==> src/rtl/core/evrs_pkg.sv <==
// ----------------------------------------------------------------------------
// evrs_pkg
// Types and constants shared by the excluded value remap sampler.
// ----------------------------------------------------------------------------
package evrs_pkg;

  localparam int unsigned ValW   = 30;
  localparam int unsigned RangeW = 31;
  localparam int unsigned ModSteps = 31;
  localparam logic [RangeW-1:0] RangeCap = 31'h4000_0000;

  typedef enum logic [1:0] {
    ACT_CLEAR = 2'd0,
    ACT_ADD   = 2'd1,
    ACT_BUILD = 2'd2,
    ACT_PICK  = 2'd3
  } action_e;

  typedef enum logic [1:0] {
    ST_OK       = 2'd0,
    ST_IGNORED  = 2'd1,
    ST_FULL     = 2'd2,
    ST_NOTBUILT = 2'd3
  } status_e;

  typedef enum logic [2:0] {
    TK_ADD   = 3'd0,
    TK_CNT   = 3'd1,
    TK_RANK  = 3'd2,
    TK_PROBE = 3'd3,
    TK_LOOK  = 3'd4
  } tok_kind_e;

  typedef struct packed {
    logic              vld;
    tok_kind_e         kind;
    logic [RangeW-1:0] val;
    logic              hit;
  } tok_t;

  typedef struct packed {
    logic [1:0]        action;
    logic [ValW-1:0]   entry_value;
    logic [RangeW-1:0] random_draw;
  } in_item_t;

  typedef struct packed {
    logic [ValW-1:0] result_value;
    logic [1:0]      status;
  } out_item_t;

endpackage

==> src/rtl/core/evrs_mod.sv <==
// ----------------------------------------------------------------------------
// evrs_mod
// Restoring remainder unit, one dividend bit per cycle.
// ----------------------------------------------------------------------------
module evrs_mod import evrs_pkg::*; (
  input  logic              clk_i,
  input  logic              rst_ni,
  input  logic              start_i,
  input  logic [RangeW-1:0] dividend_i,
  input  logic [RangeW-1:0] divisor_i,
  output logic              done_o,
  output logic [RangeW-1:0] rem_o
);

  localparam int unsigned SW = $clog2(ModSteps);

  logic              busy_d, busy_q;
  logic              done_d, done_q;
  logic [SW-1:0]     cnt_d, cnt_q;
  logic [RangeW-1:0] div_d, div_q;
  logic [RangeW-1:0] rem_d, rem_q;
  logic [RangeW:0]   trial;

  always_comb begin
    busy_d = busy_q;
    done_d = 1'b0;
    cnt_d  = cnt_q;
    div_d  = div_q;
    rem_d  = rem_q;
    trial  = {rem_q, div_q[RangeW-1]};
    if (start_i) begin
      busy_d = 1'b1;
      cnt_d  = '0;
      div_d  = dividend_i;
      rem_d  = '0;
    end else if (busy_q) begin
      div_d = {div_q[RangeW-2:0], 1'b0};
      if (trial >= {1'b0, divisor_i}) rem_d = RangeW'(trial - {1'b0, divisor_i});
      else rem_d = trial[RangeW-1:0];
      cnt_d = cnt_q + 1'b1;
      if (cnt_q == SW'(ModSteps - 1)) begin
        busy_d = 1'b0;
        done_d = 1'b1;
      end
    end
  end

  always_ff @(posedge clk_i or negedge rst_ni) begin
    if (!rst_ni) begin
      busy_q <= 1'b0;
      done_q <= 1'b0;
      cnt_q  <= '0;
    end else begin
      busy_q <= busy_d;
      done_q <= done_d;
      cnt_q  <= cnt_d;
    end
  end

  always_ff @(posedge clk_i) begin
    div_q <= div_d;
    rem_q <= rem_d;
  end

  assign done_o = done_q;
  assign rem_o  = rem_q;

endmodule

==> config.mk <==
export PLATFORM = sky130hd
export DESIGN_NAME = evrs_mod
export DESIGN_NICKNAME = d
export VERILOG_FILES = /design/src/rtl/core/evrs_pkg.sv /design/src/rtl/core/evrs_mod.sv
export SDC_FILE = /design/constraint.sdc
export NUM_CORES = 1
export LEC_CHECK = 0
export BUFFER_PORTS_ARGS = -buffer_cell sky130_fd_sc_hd__buf_2
export CORE_MARGIN = 3
export CORE_UTILIZATION = 50
export DETAILED_ROUTE_END_ITERATION = 7
export PLACE_DENSITY = 0.82
export SYNTH_ARGS = -nofsm -noshare
export SYNTH_HDL_FRONTEND = slang
export SYNTH_SLANG_ARGS = --single-unit
==> constraint.sdc <==
create_clock -name clk_i -period 2.88 [get_ports clk_i]
set_input_delay 0.288 -clock clk_i [delete_from_list [all_inputs] [get_ports clk_i]]
set_output_delay 0.288 -clock clk_i [all_outputs]
set_load 0.005 [all_outputs]
==> impl_results.md <==
* Outcome: finished clean
* Worst setup path class: reg -> reg
* Num CTS Buffers at 9
* Power Dens Cells at roughly 800 mW/mm2
* Vias in the first global route at between 4000 and 5000
* Mapped Area at 0.00489 mm2
* Max Clk Rate at between 0.3 and 0.4 GHz
* Hold path depth at 2
* Pwr Total at 4.82 mW
* Final nets at 767
* Synth cell types at 63
* R2r worst-path depth at 13
* RR Startpoint: div_q[30]$_DFFE_PP_
* CP max FO at 8
* Worst Hold End: div_q[0]$_SDFFCE_PN0P_
* Mapped Cells at roughly 550
* Number of synthesized flops with an enable pin at 31
* Most frequent cells in the layout: buf_2, nor2_1, a21oi_1
* CP arrival at 3.05 ns
* Crit-path cells: inv_1 > ha_2 > fa_2 > and2b_2 > o31a_1 > o211ai_2 > a211o_1 > o211a_4 > buf_6 > buf_12 > nor3_1 > a21oi_1 > o21ai_1
* Synth top area share at 19.1%
* Slack of the worst reg-to-reg path at ~0.12 ns
* Rows at 35
* Area growth, synth to finish at 22.6%
* Clk_skew at roughly 0.0095 ns
* Drt pass-1 iters at 4
* Placed wire-length estimate at 9290 um
* Antenna Nets Post-Route at 0
* Syn avg cell area at 8.95 um2
* I/O Buffers at 96
* Starting density of the core at 52.1%
* Initial antenna violation count at 0
* Endpoint type of the worst setup path: register
* Clk buf depth at 2
* Share of cells above drive strength 1 at between 30 and 40%
* Worst EP required at 3.17 ns
* Syn Nets at ~650
* Peak VDD IR at around 0.00036 V
* Final Hold Viols at 0
* Top cell type by total area after synthesis: edfxtp_1
* H-tree depth at 3
* Commonest non-fill, non-tap cell in the layout: buf_2
* Final setup fails at 0
* DRC at 0
* Post-layout util at 63.9%
* Final min period at 2.76 ns
* Most area-consuming cells after synthesis: edfxtp_1, dfxtp_1, ha_1
* Die Ht at around 100 um
* Wirelength, routed at between 10000 and 15000 um
* #FFs+latches synth at 69
* I/O pin count at 97
* Slew @ Worst Pin at between 0.9 and 1 ns
* Routed via count at 4555
* First-pass GRT wire length at 20600 um
* Drt wl/cell at ~16 um
* Horiz. Die Dim at roughly 100 um
* GRT overflow at 0
* Clk_lat worst skew at 0.37 ns
* Crit path max-delay family: compound AO/OA/AOI/OAI gates
* Hold Path Origin: dividend_i[0]
* Critical Path Stages at 13
* Full die area at ~0.011 mm2
* Initial DRC Count at approximately 190
* Hold Path Class: in -> reg
* Root Driver: clkbuf_8
* Sequential element share of the synthesized area at 35.3%
* Worst R2R End: rem_o[2]$_SDFFE_PP0P_
* Buf+Inv Stages, Crit Path at 3
* Leakage Power at 2.86 nW
* Clock transition at path regs at 0.09 ns
* CP peak stage delay at 0.36 ns
* Final Cycle Share at 96.0%
* Vias per std cell at between 5 and 6
* Filler instances at between 800 and 900
* CTS tree: yes
* # Max-Cap Violations at 0
* Worst slew margin at 34.1%
* Core ar. at approximately 0.0094 mm2
* All-Layer GR Usage at a little under a quarter
* CP Launch Type: register
* Top_reg_cell synth: edfxtp_1
* Ys async rst share at between 10 and 15%
* Final GP Congestion at 0.923
* Slew Viols, Final at 0
* Synth warn at 0
* Largest net degree at the start of global routing at 52
* Slowest cell on crit path: edfxtp_1
* Ant. Diodes at 0
* Clk sinks at 69
## how the worst max path moves through the flow
stage                              from                      to  slack [ns]
global route        div_q[30]$_DFFE_PP_   rem_o[2]$_SDFFE_PP0P_       -0.09
CTS                 div_q[30]$_DFFE_PP_  rem_o[26]$_SDFFE_PP0P_        0.02
floorplan           div_q[30]$_DFFE_PP_  rem_o[21]$_SDFFE_PP0P_        0.24
finish              div_q[30]$_DFFE_PP_   rem_o[2]$_SDFFE_PP0P_        0.12
global placement           divisor_i[1]  rem_o[29]$_SDFFE_PP0P_       0.008
detailed placement         divisor_i[0]   rem_o[4]$_SDFFE_PP0P_       -0.07
## cell families after synthesis
group	count (synthesis)	synth area share, %
compound gates	151	19.9
simple gates	149	14.5
buf+inv	71	6.32
flops	69	35.3
mux	49	10.9
fa+ha+maj	34	8.86
xor+xnor	23	4.12
## worst register-to-register path: cells and delay by family, from the launching register on
kind	cells	cell delay, ns
adders and majority gates	2	0.52
DFF	1	0.36
AOI/OAI and AO/OA	6	1.02
buffers and inverters	3	0.34
and+or+nand+nor	2	0.45
## cell type report
cell class / count / area, um2 / share of cell area [%]
inverters: 42 / 158 / 2.63
flip-flops and latches: 69 / 1730 / 28.8
multi-input cells: 406 / 2910 / 48.6
clock buffers: 9 / 124 / 2.07
well taps: 129 / 161 / 2.69
clock inverters: 7 / 62.6 / 1.04
repair buffers: 140 / 850 / 14.2
## layer usage
metal / vias to the layer above / routed length [um] / track usage [%]
li1: 2221 / - / -
met1: 2142 / 5180 / 26.7
met2: 160 / 6230 / 39.3
met3: 32 / 827 / 5.81
met4: 0 / 287 / 8.72
met5: - / 0 / 0
## power by group
| part | internal [mW] | switching (mW) | leakage, nW | total (mW) |
|---|---|---|---|---|
| clock network | 0.331 | 0.454 | 0.0927 | 0.784 |
| logic | 1.27 | 1.36 | 2.09 | 2.63 |
| registers | 1.23 | 0.175 | 0.672 | 1.41 |
| total | 2.83 | 1.99 | 2.86 | 4.82 |
## state kept, by name, summed over array words and instances, names as in the netlist
register and count:
rem_o 31, div_q 31, cnt_q 5, busy_q 1, done_o 1
## Yosys cell counts (all sizes together) (3+ instances only)
master	instances
a32oi	3
mux2i	15
and2	3
nand2	41
o31ai	4
mux2	34
dfrtp	7
nor3	8
a21o	10
clkbuf	14
a21oi	48
nand4	9
nand2b	6
xnor2	17
xor2	6
o211ai	4
o21ai	31
inv	42
nor2b	7
o2111ai	3
and4	3
dfxtp	31
a211oi	16
o21bai	4
edfxtp	31
nor2	54
buf	15
a31oi	3
nand3	7
o21a	6
ha	33
a22o	4
## metrics by stage
stage | instances | TNS, ns | cell area, um2 | hold slack (ns) | setup WS (ns)
after floorplan | 546 | 0 | 4890 | -0.00759 | 0.243
after global placement | 782 | 0 | 5700 | 0.124 | 0.00844
after detailed placement | 782 | -0.371 | 5700 | 0.133 | -0.0697
after CTS | 800 | 0 | 5910 | 0.203 | 0.0150
after global routing | 802 | -0.120 | 5990 | 0.204 | -0.0915
final | 802 | 0 | 5990 | 0.211 | 0.116
## repair_timing
item,4_1_cts,5_1_grt
hold buffers,1,0
pin swaps,1,5
endpoints found under the hold margin,7,0
setup endpoints to repair,9,26
resized for setup,3,16
buffers inserted,1,2
No activity file was read; power rests on OpenSTA's default activity.
