## src/rtl/core/evrs_pkg.sv

```systemverilog
// ----------------------------------------------------------------------------
// evrs_pkg
// Types and constants shared by the excluded value remap sampler.
// ----------------------------------------------------------------------------
package evrs_pkg;

  localparam int unsigned ValW   = 30;
  localparam int unsigned RangeW = 31;
  localparam int unsigned ModSteps = 31;
  localparam logic [RangeW-1:0] RangeCap = 31'h4000_0000;

  typedef enum logic [1:0] {
    ACT_CLEAR = 2'd0,
    ACT_ADD   = 2'd1,
    ACT_BUILD = 2'd2,
    ACT_PICK  = 2'd3
  } action_e;

  typedef enum logic [1:0] {
    ST_OK       = 2'd0,
    ST_IGNORED  = 2'd1,
    ST_FULL     = 2'd2,
    ST_NOTBUILT = 2'd3
  } status_e;

  typedef enum logic [2:0] {
    TK_ADD   = 3'd0,
    TK_CNT   = 3'd1,
    TK_RANK  = 3'd2,
    TK_PROBE = 3'd3,
    TK_LOOK  = 3'd4
  } tok_kind_e;

  typedef struct packed {
    logic              vld;
    tok_kind_e         kind;
    logic [RangeW-1:0] val;
    logic              hit;
  } tok_t;

  typedef struct packed {
    logic [1:0]        action;
    logic [ValW-1:0]   entry_value;
    logic [RangeW-1:0] random_draw;
  } in_item_t;

  typedef struct packed {
    logic [ValW-1:0] result_value;
    logic [1:0]      status;
  } out_item_t;

endpackage

```

## src/rtl/core/evrs_cell.sv

```systemverilog
// ----------------------------------------------------------------------------
// evrs_cell
// One table slot: excluded key, remap target and build rank; updates the
// passing token and hands it to the next slot.
// ----------------------------------------------------------------------------
module evrs_cell import evrs_pkg::*; #(
  parameter int unsigned CW  = 7,
  parameter int unsigned IDX = 0
) (
  input  logic            clk_i,
  input  logic            rst_ni,
  input  tok_t            tok_i,
  input  logic [CW-1:0]   acc_i,
  input  logic [CW-1:0]   count_i,
  input  logic            tw_en_i,
  input  logic [CW-1:0]   tw_rank_i,
  input  logic [ValW-1:0] tw_val_i,
  output tok_t            tok_o,
  output logic [CW-1:0]   acc_o
);

  tok_t              tok_d, tok_q;
  logic [CW-1:0]     acc_d, acc_q;
  logic [ValW-1:0]   key_d, key_q;
  logic [ValW-1:0]   tgt_q;
  logic [CW-1:0]     rank_d, rank_q;
  logic              low_d, low_q;
  logic              live;
  logic [RangeW-1:0] key_x;

  assign live  = CW'(IDX) < count_i;
  assign key_x = {1'b0, key_q};

  always_comb begin
    tok_d  = tok_i;
    acc_d  = acc_i;
    key_d  = key_q;
    rank_d = rank_q;
    low_d  = low_q;
    if (tok_i.vld) begin
      case (tok_i.kind)
        TK_ADD: begin
          if (live && key_x == tok_i.val) tok_d.hit = 1'b1;
          if (CW'(IDX) == count_i && !tok_i.hit) key_d = tok_i.val[ValW-1:0];
        end
        TK_CNT: begin
          if (live && key_x < tok_i.val) acc_d = acc_i + 1'b1;
        end
        TK_RANK: begin
          low_d = live && key_x < tok_i.val;
          if (live && key_x < tok_i.val) begin
            rank_d = acc_i;
            acc_d  = acc_i + 1'b1;
          end
        end
        TK_PROBE: begin
          if (live && key_x == tok_i.val) tok_d.hit = 1'b1;
        end
        TK_LOOK: begin
          if (live && !tok_i.hit && key_x == tok_i.val) begin
            tok_d.val = {1'b0, tgt_q};
            tok_d.hit = 1'b1;
          end
        end
        default: ;
      endcase
    end
  end

  always_ff @(posedge clk_i or negedge rst_ni) begin
    if (!rst_ni) begin
      tok_q <= '0;
      low_q <= 1'b0;
    end else begin
      tok_q <= tok_d;
      low_q <= low_d;
    end
  end

  always_ff @(posedge clk_i) begin
    acc_q  <= acc_d;
    key_q  <= key_d;
    rank_q <= rank_d;
    if (tw_en_i && low_q && rank_q == tw_rank_i) tgt_q <= tw_val_i;
  end

  assign tok_o = tok_q;
  assign acc_o = acc_q;

endmodule

```

## config.mk

```make
export PLATFORM = sky130hd
export DESIGN_NAME = evrs_cell
export DESIGN_NICKNAME = d
export VERILOG_FILES = /design/src/rtl/core/evrs_pkg.sv /design/src/rtl/core/evrs_cell.sv
export SDC_FILE = /design/constraint.sdc
export NUM_CORES = 1
export LEC_CHECK = 0
export ABC_AREA = 0
export BUFFER_PORTS_ARGS = -buffer_cell sky130_fd_sc_hd__buf_2
export CAP_MARGIN = 20
export CORE_UTILIZATION = 44
export DETAILED_ROUTE_END_ITERATION = 8
export GPL_ROUTABILITY_DRIVEN = 0
export GPL_TIMING_DRIVEN = 0
export HOLD_SLACK_MARGIN = 0.06
export PLACE_DENSITY_LB_ADDON = 0.2
export SLEW_MARGIN = 20
export SYNTH_ARGS = -nofsm -noshare
export SYNTH_HDL_FRONTEND = slang
export SYNTH_SLANG_ARGS = --single-unit
```

## constraint.sdc

```tcl
create_clock -name clk_i -period 4.8 [get_ports clk_i]
set_input_delay 0.24 -clock clk_i [delete_from_list [all_inputs] [get_ports clk_i]]
set_output_delay 0.24 -clock clk_i [all_outputs]
set_load 0.05 [all_outputs]
```

==> out/results.tsv, run 1 <==
stage	metric	value	unit
final_layout	layout-drive-gt1-share	39.1	%
sta	hold_violations	0	
final_layout	nets	627	
routing	finalWirelength	9.61	mm
final_layout	syn_to_final_growth	35.6	%
yosys	syn_inst	301	
sta	drv_slew	0	
hold_path	hold_path_class	input pin to flip-flop	
worst_setup_path	cp_max_fo	8	
yosys	yosysMostFrequentCell	edfxtp_1	
worst_setup_path	worstPathRequired	4.81	ns
clock_tree	htree_num_levels	3	
routing	wl_met1	4.18	mm
worst_setup_path	critPathLaunch	tok_i[19]	
routing	drt.antenna.violating_nets	0	
routing	highest_layer	met4	
hold_path	min_from	tok_i[6]	
sta	fin_crit	2.86	ns
worst_setup_path	r2r_start	key_q[20]	
yosys	synth_edf_count	67	
clock_tree	cts.clk_slew.worst_paths	0.09	ns
run	max-cap-violations	0	
clock_tree	cts-root-buf	clkbuf_8	
yosys	synth-main-ff-cell	edfxtp_1	
power_and_ir_drop	vdd_drop_max	0.000198	V
sta	skew	0.0123	ns
floorplan	die_height	105	um
sta	max_freq	350	MHz
yosys	yosys_warnings	0	
power_and_ir_drop	p_leak	0.00292	uW
grt	track_usage	18.7	%
yosys	netlist.area_leader.share	43.1	%
yosys	synthTopCellsByArea	edfxtp_1 43%, dfrtp_1 20%, mux2_4 9.6%, ha_1 8.3%, dfxtp_1 3.0%	
floorplan	start_util	45.2	%
worst_setup_path	startpoint_type	input pin	
power_and_ir_drop	finalPower	1870	uW
worst_setup_path	critPathKind	input pin to flip-flop	
routing	routedWlPerCell	14.8	um
final_layout	diodes	0	
placed_design	io_buffers	132	
yosys	syn_area	4670	um^2
grt	antenna_found_initial	0	
clock_tree	cts_resized	0	
grt	grt_max_degree	38	
routing	dr_wl_met2	4.80	mm
placed_design	dp_hpwl	6.88	mm
floorplan	die-area	11000	um^2
power_and_ir_drop	power_density	295	nW/um^2
sta	setup_viol	0	
grt	grt-ovfl-total	0	
routing	route.detailed.drc	0	
floorplan	ios	133	
clock_tree	cts_tree	yes	
routing	route.met3.wl	481	um
clock_tree	clock_path_buffers	2	
worst_setup_path	end_kind	flip-flop	
clock_tree	cts_num_sinks	111	
yosys	synth-async-reset-ratio	33.3	%
yosys	synth_common_cells	67 x edfxtp_1, 37 x dfrtp_1, 32 x inv_1	
yosys	ys_types	35	
worst_setup_path	worstPathArrival	2.87	ns
floorplan	core-area	10300	um^2
routing	firstDrtPassIters	4	
grt	grt_pass1_wl	15.6	mm
sta	tightestPinTransition	0.913	ns
sta	rsz0062_at_grt	no	
clock_tree	clk_latency	0.37	ns
sta	fin_crit_sh	59.5	%
yosys	yosys.area.top_type	edfxtp_1	
floorplan	num_rows	37	
floorplan	fp.dieW	105	um
yosys	syn_area_per_cell	15.5	um^2
sta	relSlewSlack	39.1	%
sta	fin_ws	1.94	ns
routing	vias	3045	
yosys	syn-num-nets	422	
grt	grt_pass1_vias	3295	
clock_tree	cts_buffers	9	
yosys	yosys_register_bits	111	
routing	viasPerCell	4.71	
yosys	seq_area_frac_synth	65.9	%
placed_design	place_ws	1.70	ns
run_status	status	finished clean	
routing	drtIter0Drc	62	
area by class of cell:
type / count / area [um^2]
fill: 841 / 3990
sequential: 111 / 3080
multi-input combinational: 154 / 1460
timing repair buffer: 194 / 1260
tap: 136 / 170
clock buffer: 13 / 169
inverter: 32 / 120
clock inverter: 3 / 40.0
buffer: 4 / 37.5
state kept, by name, indices dropped and copies added (netlist names):
register / flops
rank_q: 7
tgt_q: 30
acc_o: 7
tok_o: 36
low_q: 1
key_q: 30
repair_timing:
action                                  4_1_cts  5_1_grt
endpoints found under the hold margin        90        0
setup buffers                                 0        0
hold buffers                                 54        0
endpoints found under the setup margin        0        0
cell usage in the layout (no fill, tap or decap), types with 2 or more instances in the layout:
| cell type | count |
|---|---|
| nand2b_1 | 2 |
| a21oi_1 | 13 |
| xor2_1 | 8 |
| nor4_1 | 3 |
| nor4_2 | 2 |
| inv_1 | 32 |
| mux2_4 | 30 |
| nor3_1 | 5 |
| edfxtp_1 | 67 |
| buf_2 | 136 |
| dfrtp_1 | 37 |
| dlygate4sd3_1 | 54 |
| dfxtp_1 | 7 |
| buf_6 | 5 |
| buf_4 | 2 |
| nor2_1 | 4 |
| clkbuf_8 | 12 |
| xnor2_1 | 6 |
| ha_1 | 31 |
| o21ai_0 | 6 |
| clkbuf_1 | 2 |
| a21o_1 | 4 |
| clkinv_2 | 2 |
| nand3b_1 | 2 |
| nand4_1 | 5 |
| nand3_1 | 5 |
| nand2_2 | 2 |
| nand3_2 | 2 |
| nand2_1 | 12 |
metrics by stage:
step	util (%)	hold slack, ns	instances	setup TNS (ns)	instance area, um^2
2_1_floorplan	-	-0.0556	301	0	4670
3_3_place_gp	53.3	0.412	569	-71.13	5500
3_5_place_dp	54.1	0.418	577	0	5580
4_1_cts	61.3	0.0613	647	0	6330
5_1_grt	61.4	0.0702	647	0	6330
6_report	61.4	0.0842	647	0	6330
routing by layer:
layer / vias to the layer above / global-route usage, %
li1: 1491 / -
met1: 1460 / 22.2
met2: 82 / 32.8
met3: 12 / 4.93
met4: 0 / 6.74
met5: - / 0
logic make-up after synthesis:
logic type,count (synthesis),share of synthesized area [%]
adder cells (fa/ha/maj),31,8.30
AND/OR/NAND/NOR,50,6.32
flip-flops,111,65.9
multiplexers,31,9.88
XOR/XNOR,14,2.63
buffers and inverters,36,3.38
AO/OA/AOI/OAI,28,3.59
worst max-delay path: stages:
cell,delay (ns)
dlygate4sd3_1,0.53
buf_2,0.13
inv_1,0.04
ha_1,0.30
a21oi_1,0.12
o21ai_0,0.08
a221oi_1,0.37
a41oi_1,0.41
nor3_2,0.63
power breakdown:
part	leakage, uW	switching [uW]	internal, uW
Clock	0.000109	296	283
Combinational	0.00172	144	107
Sequential	0.00109	6.48	1030
worst paths after layout:
kind / end / slack [ns] / cells after the start
max: rank_q[5] / 1.94 / 9
min: key_q[5] / 0.08 / 1
max reg2reg: rank_q[5] / 2.09 / 6
min reg2reg: low_q / 0.48 / 1
max in group asynchronous: tok_o[24] / 3.70 / 2
min in group asynchronous: tok_o[8] / 0.53 / 2
No activity file was read; power rests on OpenSTA's default activity.
==> inputs of run 2 (changes only) <==
- clock period: 4.8 -> 2.7 ns (I/O delays scaled with it)
==> run 2 against run 1 <==
Clock skew down 0.0023 ns. First-iteration DRC count increased by 6.5%. Register-to-register slack lost 1.9 ns. Clock-buffer cell count grew 1. Via count rose by 1.8%. Clock power up 64%. Worst setup slack worse by 1.8 ns. Sequential power grew 78%. Global-route usage down 0.24 points. Largest power group unchanged.
==> out/results.tsv, run 2 (same netlist as run 1, synthesis figures left out) <==
stage	metric	value	unit
run_status	status	finished clean	
sta	skew	0.00999	ns
grt	grt.busiest_layer	met2	
sta	relSlewSlack	37.5	%
run	max-cap-violations	0	
worst_setup_path	end_kind	flip-flop	
final_layout	syn_to_final_growth	39.6	%
worst_setup_path	cp_max_fo	8	
worst_setup_path	startpoint_type	input pin	
clock_tree	cts_num_sinks	111	
worst_setup_path	worstPathRequired	2.73	ns
final_layout	fin_area	6520	um^2
power_and_ir_drop	p_leak	0.00297	uW
floorplan	ios	133	
clock_tree	post-cts-setup-buffers	0	
routing	route.detailed.drc	0	
final_layout	layout_commonest_cell	buf_2	
power_and_ir_drop	power_density	501	nW/um^2
grt	grt_pass1_wl	15.5	mm
worst_setup_path	reg2regPathDepth	6	
worst_setup_path	r2r_start	key_q[20]	
routing	vias	3099	
worst_setup_path	worst_path_max_delay_cell	dlygate4sd3_1	
sta	max_freq	391	MHz
worst_setup_path	max_stage_delay	0.52	ns
worst_setup_path	critPathKind	input pin to flip-flop	
grt	track_usage	18.5	%
grt	grt_use_met2	32.2	%
final_layout	finish.utilization	63.2	%
placed_design	place_ws	-0.281	ns
grt	grt-ovfl-total	0	
sta	drv_slew	0	
floorplan	die-area	11000	um^2
floorplan	die_height	105	um
sta	rsz0062_at_grt	no	
clock_tree	htree_num_levels	3	
hold_path	hold_end	tgt_q[23]	
grt	grt_pass1_vias	3260	
sta	hold_violations	0	
final_layout	diodes	0	
grt	antenna_found_initial	0	
floorplan	start_util	45.2	%
sta	setup_viol	0	
floorplan	fp.dieW	105	um
routing	drt.antenna.violating_nets	0	
floorplan	core-area	10300	um^2
final_layout	largest_reg_flops	36	
worst_setup_path	r2r_end	rank_q[3]	
final_layout	nets	644	
hold_path	hold_path_depth	3	
hold_path	min_from	tw_en_i	
final_layout	final_cell_mix	132 x buf_2, 74 x dlygate4sd3_1, 67 x edfxtp_1	
floorplan	num_rows	37	
clock_tree	clock_path_buffers	2	
clock_tree	cts-root-buf	clkbuf_8	
placed_design	dp_hpwl	6.41	mm
power_and_ir_drop	finalPower	3270	uW
routing	finalWirelength	9.53	mm
final_layout	layout-drive-gt1-share	37.1	%
sta	fin_crit_sh	94.7	%
sta	fin_ws	0.144	ns
final_layout	instances_no_fill	664	
worst_setup_path	worstPathArrival	2.59	ns
routing	viasPerCell	4.67	
grt	grt_use_met3	3.68	%
placed_design	io_buffers	132	
routing	drtIter0Drc	66	
clock_tree	cts_buffers	9	
clock_tree	cts_tree	yes	
routing	firstDrtPassIters	4	
clock_tree	clk_latency	0.36	ns
grt	grt_max_degree	38	
sta	tightestPinTransition	0.938	ns
hold_path	hold_path_class	input pin to flip-flop	
worst_setup_path	cp_cell_sequence	dlygate4sd3_1 > buf_2 > inv_1 > ha_1 > a21oi_1 > o21ai_0 > a221oi_1 > a41oi_2 > nor3_4	
placed_design	dp.cells	574	
routing	routedWlPerCell	14.3	um
sta	fin_crit	2.56	ns
grt	use_met1	22.9	%
power_and_ir_drop	vdd_drop_max	0.000274	V
final_layout	fillers	777	
placed_design	post_dp_cell_area	5580	um^2
clock_tree	cts.clk_slew.worst_paths	0.10	ns
worst_setup_path	r2r_slack	0.21	ns
run 2: changes by cell type in the layout (fill, tap and decap cells not counted), moves of 2 or more:
cell,previous run,this run
dlygate4sd3_1,54,74
buf_2,136,132
clkbuf_1,2,4
clkbuf_8,12,10
run 2: layer usage:
metal,vias up,part of all wire (%)
met4,0,1.4
li1,1523,-
met2,96,50
met3,10,4.8
met1,1470,44
met5,-,0
run 2: layout make-up:
| cell class | count | area, um^2 | share of cell area, % |
|---|---|---|---|
| Sequential cell | 111 | 3080 | 47.2 |
| Clock buffer | 14 | 174 | 2.67 |
| Tap cell | 136 | 170 | 2.61 |
| Inverter | 32 | 120 | 1.84 |
| Timing Repair Buffer | 211 | 1450 | 22.2 |
| Clock inverter | 2 | 12.5 | 0.192 |
| Multi-Input combinational cell | 154 | 1480 | 22.8 |
| Buffer | 4 | 37.5 | 0.575 |
run 2: metrics by stage:
step	hold WS [ns]	setup TNS, ns
2_1_floorplan	-0.161	0
3_3_place_gp	0.312	-3.05
3_5_place_dp	0.313	-2.08
4_1_cts	0.221	0
5_1_grt	0.219	0
6_report	0.233	0
run 2: worst max path at each step:
stage / startpoint / end / cells after the start
finish: tok_i[19] / rank_q[3] / 9
global route: tok_i[20] / acc_o[6] / 10
CTS: tok_i[19] / rank_q[3] / 9
detailed placement: key_q[20] / rank_q[2] / 6
global placement: key_q[20] / rank_q[2] / 6
floorplan: key_q[20] / rank_q[0] / 6
run 2: power breakdown:
group / internal, uW / total [uW] / leakage [uW] / switching (uW)
clock: 418 / 947 / 0.0000918 / 529
combinational: 209 / 469 / 0.00179 / 261
sequential: 1840 / 1850 / 0.00109 / 12.9
total: 2470 / 3270 / 0.00297 / 802
run 2: worst max-delay path, delay by kind of cell:
family | cells | cell delay [ns]
compound gates | 4 | 0.98
fa+ha+maj | 1 | 0.31
buf+inv | 3 | 0.69
simple gates | 1 | 0.45
run 2: repair_timing:
item,CTS,global route
resized for setup,2,1
hold buffers,74,0
pin swaps,0,0
endpoints found under the setup margin,8,12
hold endpoints to repair,147,0
